<file path="src/rtl/fdr_pkg.sv">
// ----------------------------------------------------------------------------
// fdr_pkg
// Shared widths, constants and register codes of the dielectric Fresnel block.
// ----------------------------------------------------------------------------
package fdr_pkg;

	localparam int OUT_FRAC_BITS_DEF = 16;

	localparam int IDX_W  = 16;            // Q4.12 refractive index
	localparam int COS_W  = 16;            // Q2.14 cosine
	localparam int CI_W   = 15;            // clamped |cos|, up to 1.0
	localparam int SQ2_W  = 32;            // squared index, Q8.24
	localparam int RAD_W  = 60;            // radicand, Q52
	localparam int ROOT_W = RAD_W / 2;     // square root, Q26
	localparam int DIV_W  = 32;            // divider operands and quotient

	localparam logic signed [COS_W-1:0] COS_ONE   = 16'sd16384;
	localparam logic signed [COS_W-1:0] COS_M_ONE = -16'sd16384;

	localparam logic [IDX_W-1:0] IDX_INC_RST = 16'd4096;
	localparam logic [IDX_W-1:0] IDX_TRN_RST = 16'd6144;

	localparam int CFG_IDX_W = 8;
	localparam logic [CFG_IDX_W-1:0] CFG_IDX_INC = 8'd0;
	localparam logic [CFG_IDX_W-1:0] CFG_IDX_TRN = 8'd1;

	// values that ride alongside the square-root cells
	typedef struct packed {
		logic              tir;
		logic [CI_W-1:0]   ci;
		logic [IDX_W-1:0]  ei;
		logic [SQ2_W-1:0]  et2;
	} sq_side_t;

	// flags that ride alongside the divider cells
	typedef struct packed {
		logic tir;
		logic z1;
		logic z2;
	} div_side_t;

endpackage

</file>
<file path="src/rtl/fdr_sqrt_cell.sv">
// ----------------------------------------------------------------------------
// fdr_sqrt_cell
// One digit of a restoring square root: settles root bit BIT and passes on.
// ----------------------------------------------------------------------------
module fdr_sqrt_cell import fdr_pkg::*; #(
	parameter int BIT = 0
) (
	input  logic              clk,
	input  logic [RAD_W-1:0]  rem_in,
	input  logic [ROOT_W-1:0] root_in,
	output logic [RAD_W-1:0]  rem_s,
	output logic [ROOT_W-1:0] root_s
);

	logic [RAD_W:0] trial;
	logic           ge;

	// (r + 2^i)^2 - r^2 = r*2^(i+1) + 2^(2i)
	always_comb begin
		trial = ((RAD_W+1)'(root_in) << (BIT + 1)) | ((RAD_W+1)'(1) << (2 * BIT));
		ge    = {1'b0, rem_in} >= trial;
	end

	always_ff @(posedge clk) begin
		rem_s  <= ge ? rem_in - trial[RAD_W-1:0] : rem_in;
		root_s <= root_in | (ROOT_W'(ge) << BIT);
	end

endmodule

</file>
<file path="config.mk">
export PLATFORM = sky130hd
export DESIGN_NAME = fdr_sqrt_cell
export DESIGN_NICKNAME = d
export VERILOG_FILES = /design/src/rtl/fdr_pkg.sv /design/src/rtl/fdr_sqrt_cell.sv
export SDC_FILE = /design/constraint.sdc
export NUM_CORES = 1
export LEC_CHECK = 0
export BUFFER_PORTS_ARGS = -buffer_cell sky130_fd_sc_hd__buf_2
export CELL_PAD_IN_SITES_DETAIL_PLACEMENT = 0
export CELL_PAD_IN_SITES_GLOBAL_PLACEMENT = 1
export CORE_MARGIN = 5
export CORE_UTILIZATION = 32
export DETAILED_ROUTE_END_ITERATION = 7
export PLACE_DENSITY = 0.75
export SLEW_MARGIN = 20
export SYNTH_ARGS = -nofsm -noshare
export SYNTH_HDL_FRONTEND = slang
export SYNTH_SLANG_ARGS = --single-unit
</file>
<file path="constraint.sdc">
create_clock -name clk -period 2.7 [get_ports clk]
set_input_delay 0.135 -clock clk [delete_from_list [all_inputs] [get_ports clk]]
set_output_delay 0.135 -clock clk [all_outputs]
set_load 0.02 [all_outputs]
</file>
==> results.cfg <==
[route]
avgViaCountPerCell = 4.91
first_pass_iters = 5
wirelength_um = 15700
drt_iter0_markers = 195
via_count = 4999
drc = 0
drtAntennaViolNets = 0
wire_per_inst_um = 15.4

[power]
switching_power_mw = 1.27
p_int_mw = 2.68
p_leak_nw = 3.35
swShare = 0.322
combPwrFrac = 0.306
ir_drop_v = 0.000262
clkPwrFrac = 0.308
p_seq_frac = 0.385
power_density_mw_per_mm2 = 556

[layout]
drive_above_1_share = 0.345
fill_cells = 1413
fin_cells = 1019
layout.nets = 953
area_growth_pct = 48.8
final_common_cell = buf_2
antenna_cells = 0
final_cell_mix = buf_2 (180), dfxtp_1 (90), a21oi_1 (58), buf_4 (58), nor2_1 (54)
fin_area_mm2 = 0.00712

[timing]
fmax_ghz = 0.389
setup_viol = 0
hold_ws_ns = 0.0172
fin_ws_ns = 0.132
rsz0062_at_grt = false
worst_pin_slew_ns = 0.482
relSlewSlack = 0.676
min_period_ns = 2.57
period_share = 0.951
final-hold-violation-count = 0
final-max-slew-violation-count = 0

[grt]
grt_start_max_net_pins = 36
grtUsageTotal = 0.174
grt_pass1_vias = 5173
antenna_found_initial = 0
overflow = 0
grt_pass1_wl_um = 25100

[hold_path]
hp-class = input port to flop

[setup_path]
crit_path_cell_trace = buf_2 -> fa_1 -> a21o_1 -> a221o_1 -> a32oi_2 -> nand4_1 -> a211oi_2 -> buf_4 -> o31ai_4 -> buf_12 -> buf_4 -> clkbuf_16 -> xor2_1
arrival_ns = 2.81
crit_top_cell = buf_4
critPathMaxFanout = 17
critPathCaptureType = flop
crit_path_start_kind = input port
critPathSlowestCell = fa_1
required_ns = 2.94
max_stage_delay_ns = 0.46
critPathKind = input port to flop

[logic_synthesis]
synth_nets = 678
yosysTopAreaCell = dfxtp_1
synth-seq-area-share = 0.377
yosys-top-cells-area = dfxtp_1 (38%), ha_1 (8.1%), a21oi_1 (6.1%), xnor2_1 (6.0%), xor2_1 (4.6%)
syn_area_mm2 = 0.00478
async_flop_share = 0
synth-edff-count = 0
ys_warn_count = 0
ys_ff_latch = 90
yosysUniqueCellTypes = 61
syn_avg_cell_area_um2 = 8.62
ys.flop_type = dfxtp_1
yosysTopAreaCellShare = 0.377
netlist_instances = 555

[placement]
placed_area_mm2 = 0.00627
place_ws_ns = -0.178
gp_congestion = 0.896
port_buffers = 180
hpwl_um = 12300
placed_cells = 956

[run_status]
outcome = completed

[floorplanning]
fp.dieH_um = 132
start_util = 0.328
ios = 181
core_mm2 = 0.0146
fp.dieW_um = 132
die_area_mm2 = 0.0175
rows = 44

[clock_tree]
htree_levels = 3
cts_tree = done
cts.sinks = 90
cts.root.buffer_cell = clkbuf_16
cts_buffers = 9
clk_pin_slew_worst_paths_ns = 0.06
cts_buffer_depth = 2

[job]
maxCapViolCount = 0
## registers in the layout (all words and copies together) (netlist names)
signal  flops
root_s     30
rem_s      60
## final cells by class
cell class,instances,area [um2],area share
clock inverters,5,38.8,0.00545
well taps,184,230,0.0323
clock buffers,11,253,0.0355
repair buffers,284,1860,0.261
multi-input cells,410,2810,0.394
inverters,35,131,0.0185
flip-flops and latches,90,1800,0.253
## worst paths after layout
kind,startpoint,to,slack (ns),depth (start not counted)
worst max-delay path,rem_in[1],rem_s[0],0.13,13
worst min-delay path,rem_in[59],rem_s[59],0.02,2
## worst max-delay path: cells and delay by family
kind                     cells  cell delay, ns
buffers and inverters        5            0.75
AND/OR/NAND/NOR              1            0.17
adder cells (fa/ha/maj)      1            0.46
XOR/XNOR                     1            0.14
AO/OA/AOI/OAI                5            1.13
## power by group through the flow
stage / clock network, mW / registers [mW] / logic, mW
floorplan: 0 / 1.76 / 0.470
global placement: 0 / 1.55 / 1.15
detailed placement: 0 / 1.56 / 1.15
CTS: 1.26 / 1.53 / 1.20
global route: 1.32 / 1.54 / 1.32
finish: 1.22 / 1.53 / 1.21
## metrics by stage
stage	util	setup TNS (ns)	total power, mW
2_1_floorplan	-	0	2.23
3_3_place_gp	0.430	-0.680	2.71
3_5_place_dp	0.430	-3.40	2.71
4_1_cts	0.478	0	3.99
5_1_grt	0.488	0	4.18
6_report	0.488	0	3.96
## timing repair
item                                    in CTS  in global routing
endpoints found under the setup margin       0                 31
gates resized for setup                      0                 12
hold buffers                                41                  0
hold endpoints to repair                    41                  0
buffers inserted                             0                  4
## metal layers
metal  GRT usage  vias to the layer above  wire [um]
met1       0.223                     2314       6980
met4      0.0515                        0        246
met5           0                        -          0
met2       0.286                      164       7300
met3      0.0481                       13       1140
li1            -                     2508          -
## synth_stat cells (4+ instances only)
cell	count
dfxtp_1	90
a21oi_1	58
nor2_1	56
inv_1	35
xnor2_1	33
ha_1	31
nand2_1	30
xor2_1	25
o21ai_0	24
nand4_1	22
nor3_1	15
a21o_1	13
nand3_1	13
buf_2	11
nor4_1	11
clkbuf_1	7
mux2_2	7
and3_1	6
or3_1	6
nand2b_1	4
o211ai_1	4
o21bai_1	4
## logic make-up (layout without fill, tap and decap cells)
group,Yosys count,in the layout,synth area share
fa+ha+maj,32,32,0.0853
simple gates,187,187,0.203
compound gates,125,125,0.160
flops,90,90,0.377
xor+xnor,59,59,0.110
mux,7,7,0.0165
buf+inv,55,335,0.0492
(Power assumes the default switching activity.)
