## config.mk

```make
export PLATFORM = sky130hd
export DESIGN_NAME = fdr_div_cell
export DESIGN_NICKNAME = d
export VERILOG_FILES = /design/src/rtl/fdr_pkg.sv /design/src/rtl/fdr_div_cell.sv
export SDC_FILE = /design/constraint.sdc
export NUM_CORES = 1
export LEC_CHECK = 0
export ABC_AREA = 1
export ABC_CLOCK_PERIOD_IN_PS = 1740
export BUFFER_PORTS_ARGS = -buffer_cell sky130_fd_sc_hd__buf_2
export CORE_AREA = 3 3 105 107
export CTS_BUF_LIST = sky130_fd_sc_hd__clkbuf_16
export CTS_CLUSTER_DIAMETER = 30
export CTS_CLUSTER_SIZE = 14
export DETAILED_ROUTE_END_ITERATION = 6
export DIE_AREA = 0 0 108 110
export PLACE_DENSITY_LB_ADDON = 0.3
export SYNTH_ARGS = -nofsm -noshare
export SYNTH_HDL_FRONTEND = slang
export SYNTH_SLANG_ARGS = --single-unit
```

## constraint.sdc

```tcl
create_clock -name clk -period 1.74 [get_ports clk]
set_input_delay 0.087 -clock clk [delete_from_list [all_inputs] [get_ports clk]]
set_output_delay 0.087 -clock clk [all_outputs]
set_load 0.05 [all_outputs]
```

## src/rtl/fdr_pkg.sv

```systemverilog
// ----------------------------------------------------------------------------
// fdr_pkg
// Shared widths, constants and register codes of the dielectric Fresnel block.
// ----------------------------------------------------------------------------
package fdr_pkg;

	localparam int OUT_FRAC_BITS_DEF = 16;

	localparam int IDX_W  = 16;            // Q4.12 refractive index
	localparam int COS_W  = 16;            // Q2.14 cosine
	localparam int CI_W   = 15;            // clamped |cos|, up to 1.0
	localparam int SQ2_W  = 32;            // squared index, Q8.24
	localparam int RAD_W  = 60;            // radicand, Q52
	localparam int ROOT_W = RAD_W / 2;     // square root, Q26
	localparam int DIV_W  = 32;            // divider operands and quotient

	localparam logic signed [COS_W-1:0] COS_ONE   = 16'sd16384;
	localparam logic signed [COS_W-1:0] COS_M_ONE = -16'sd16384;

	localparam logic [IDX_W-1:0] IDX_INC_RST = 16'd4096;
	localparam logic [IDX_W-1:0] IDX_TRN_RST = 16'd6144;

	localparam int CFG_IDX_W = 8;
	localparam logic [CFG_IDX_W-1:0] CFG_IDX_INC = 8'd0;
	localparam logic [CFG_IDX_W-1:0] CFG_IDX_TRN = 8'd1;

	// values that ride alongside the square-root cells
	typedef struct packed {
		logic              tir;
		logic [CI_W-1:0]   ci;
		logic [IDX_W-1:0]  ei;
		logic [SQ2_W-1:0]  et2;
	} sq_side_t;

	// flags that ride alongside the divider cells
	typedef struct packed {
		logic tir;
		logic z1;
		logic z2;
	} div_side_t;

endpackage

```

## src/rtl/fdr_div_cell.sv

```systemverilog
// ----------------------------------------------------------------------------
// fdr_div_cell
// One step of a restoring divider: settles quotient bit BIT and passes on.
// ----------------------------------------------------------------------------
module fdr_div_cell import fdr_pkg::*; #(
	parameter int BIT = 0
) (
	input  logic             clk,
	input  logic [DIV_W:0]   rem_in,
	input  logic [DIV_W-1:0] den_in,
	input  logic [DIV_W-1:0] quo_in,
	output logic [DIV_W-1:0] rem_s,
	output logic [DIV_W-1:0] den_s,
	output logic [DIV_W-1:0] quo_s
);

	logic ge;

	assign ge = rem_in >= {1'b0, den_in};

	always_ff @(posedge clk) begin
		rem_s <= ge ? DIV_W'(rem_in - {1'b0, den_in}) : rem_in[DIV_W-1:0];
		den_s <= den_in;
		quo_s <= quo_in | (DIV_W'(ge) << BIT);
	end

endmodule
```

==> results.txt <==
----------------------------------------------------
[Logic synthesis]
  Fraction of registers with async set/reset ... 0
  Top flip-flop cell by instance count after synthesis ... dfxtp_1
  Sequential share of the synthesized area ... 0.386
  Yosys top cell by area ... dfxtp_1
  Flip-flop and latch count after synthesis ... 96
  Average cell area after synthesis ... 6.61 um2
  Number of distinct library cells after synthesis ... 25
  Yosys warning total ... 0
  Mapped Cells ... 754
  Top cells by area, synth ... dfxtp_1 (39%), nand2_1 (24%), inv_1 (11%), ha_1 (8.0%), nand3_1 (3.5%)
  Share of Yosys cell area claimed by the top area cell type ... 0.386
  EDFF count, synth ... 0
  Post-synthesis instance area ... about 0.005 mm2
  Syn Nets ... 885

[Min path]
  Worst min-delay path class ... input pin to register

[Drt]
  Initial DRT Pass Iterations ... 7
  Aggregate routed wire length ... 16.5 mm
  Routed vias/inst ... between 4 and 5
  Average detailed-routed wire length per instance ... 13.1 um
  Number of remaining DRC errors ... 0
  DR vias ... 5652
  Number of DRC markers after the initial detailed-route iteration ... 369
  Number of nets with antenna violations after routing ... 0

[CTS]
  Maximum root-to-sink buffer count ... 2
  Buffer type at the clock tree root ... clkbuf_16
  Number of buffers created by CTS ... 9
  TritonCTS clock tree ... yes
  Clock-pin slew on the worst setup and hold paths ... 0.07 ns
  Number of sinks driven by the clock tree ... between 90 and 100
  Setup bufs post-CTS ... 0
  Deepest level of the CTS H-tree ... 3

[Power and ir drop]
  Cell leakage power ... 0.00464 uW
  Cell Pwr Density ... 916 mW/mm2
  Peak supply drop ... 0.497 mV

[Floorplan]
  Area of the core ... 0.0102 mm2
  Top-Level Pins ... 194
  Die Area ... around 0.012 mm2
  Vertical extent of the die ... 110 um
  Die Wd ... 108 um
  Starting density of the core ... 0.487
  FP Rows ... 37

[STA]
  Hold Violations, Final ... 0
  Min Tclk post-route ... around 1.6 ns
  Number of max-slew violations in the final report ... 0
  Final critical-path share of the clock period ... 0.905
  Final critical-path setup slack ... 0.165 ns
  Sum of negative setup slack ... 0 ns
  Unrepaired setup endpoints after global routing ... false
  FMAX ... 635 MHz
  Count of final setup violators ... 0
  Relative slew margins ... 0.802
  Tightest Pin Transition ... 0.294 ns

[Global routing]
  Remaining global-route overflow ... 0
  Initial antenna violation count ... 0
  Number of global-route vias before repair ... 5597
  Overall routing resource usage ... 0.283
  Largest net degree at the start of global routing ... 23
  Wire length of the first global-routing pass ... approximately 26 mm

[Layout]
  # diodes ... 0
  Most common cell after layout, fill and taps aside ... nand2_1
  Highest-count cells in the layout ignoring fill and taps ... nand2_1 (318), buf_2 (193), inv_1 (151)
  Area growth, synth to finish ... 58.9%
  Non-Filler Instances ... 1259
  Layout filler cell count ... 801
  Number of nets in the finished design ... 1250
  Share of final-layout standard cells stronger than drive strength 1 ... 0.264

[Critical path]
  Critical path fanouts, max ... 22
  Worst Path Class, Setup ... input pin to register
  Category of the worst setup path launch point ... input pin
  Signal arrival time at the worst endpoint ... 1.81 ns
  Critical path endpoint category ... register
  Critical path required time ... 1.97 ns

[Status]
  Outcome ... finished, final reports clean

[Run]
  Maximum capacitance violations ... 0

[Placed design]
  Final estimated routing congestion in global placement ... 0.959
  Estimated wirelength of the detail-placed design ... roughly 12 mm
  Worst setup slack after placement ... -0.207 ns
  Cell count after placement ... about 1.2k
  Count of input and output buffers ... 193

----------------------------------------------------
[registers in the layout, indices dropped and copies added, names as in the netlist]
name   count
den_s     32
rem_s     32
quo_s     32
[cell families after synthesis]
kind of cell / count (synthesis) / share of synthesized area
AOI/OAI and AO/OA: 24 / 0.0251
xor gates and xnor gates: 14 / 0.0246
DFF: 96 / 0.386
buffers and inverters: 158 / 0.126
and+or+nand+nor: 429 / 0.355
adders and majority gates: 33 / 0.0844
[metal layers]
metal,global-route usage,routed length (um),part of all wire
met5,0,0,0
met1,0.339,6870,0.42
met4,0.0784,267,0.016
met3,0.0553,1280,0.077
met2,0.517,8110,0.49
[timing repair]
action,CTS,global route
setup endpoints to repair,0,31
gates resized for setup,0,4
hold buffers,94,0
endpoints found under the hold margin,94,0
[cell type report]
type                    count  area, um2  share of cell area
clock buffers               9        225              0.0284
flip-flops and latches     96       1920               0.243
inverters                 152        571              0.0721
well taps                 136        170              0.0215
clock inverters             6       90.1              0.0114
multi-input cells         500       2450               0.309
repair buffers            360       2490               0.315
[power breakdown]
part           internal (uW)  switching, uW  total [uW]  leakage (uW)
sequential              2430           63.8        2490      0.000810
clock                   1260            858        2120      0.000152
combinational            912           1730        2640       0.00367
total                   4600           2650        7250       0.00464
[critical path: stages]
cell,delay (ns)
buf_2,0.09
inv_1,0.04
ha_1,0.39
nand2_1,0.10
nor2_1,0.17
nand2_1,0.09
nor2_2,0.15
nand2_1,0.07
nand2_1,0.07
nor2_2,0.05
nand2_4,0.11
inv_2,0.07
buf_12,0.16
nand2_1,0.08
nand2_1,0.07
[synthesized netlist by cell type, drive strengths merged, types with 3 or more instances]
library cell	number
nand3b	9
ha	32
buf	6
inv	152
xor2	14
nor2	40
nand3	36
nor3	8
nand2	323
and2	9
a21oi	21
dfxtp	96
nand4	3
[final timing paths]
| path | slack (ns) | to | depth (start not counted) | start |
|---|---|---|---|---|
| max | 0.16 | rem_s[7]$_DFF_P_ | 15 | den_in[14] |
| min | 0.02 | rem_s[0]$_DFF_P_ | 3 | rem_in[0] |
[through the flow]
| stage | util | hold slack [ns] | total power [uW] | cell area, um2 |
|---|---|---|---|---|
| final | 0.774 | 0.0173 | 7250 | 7920 |
| after global routing | 0.774 | 0.0492 | 7610 | 7920 |
| after floorplan | - | 0.115 | 4160 | 4980 |
| after global placement | 0.650 | 0.189 | 4940 | 6650 |
| after CTS | 0.773 | 0.0169 | 7230 | 7910 |
| after detailed placement | 0.650 | 0.191 | 4970 | 6650 |
(Power assumes the default switching activity.)
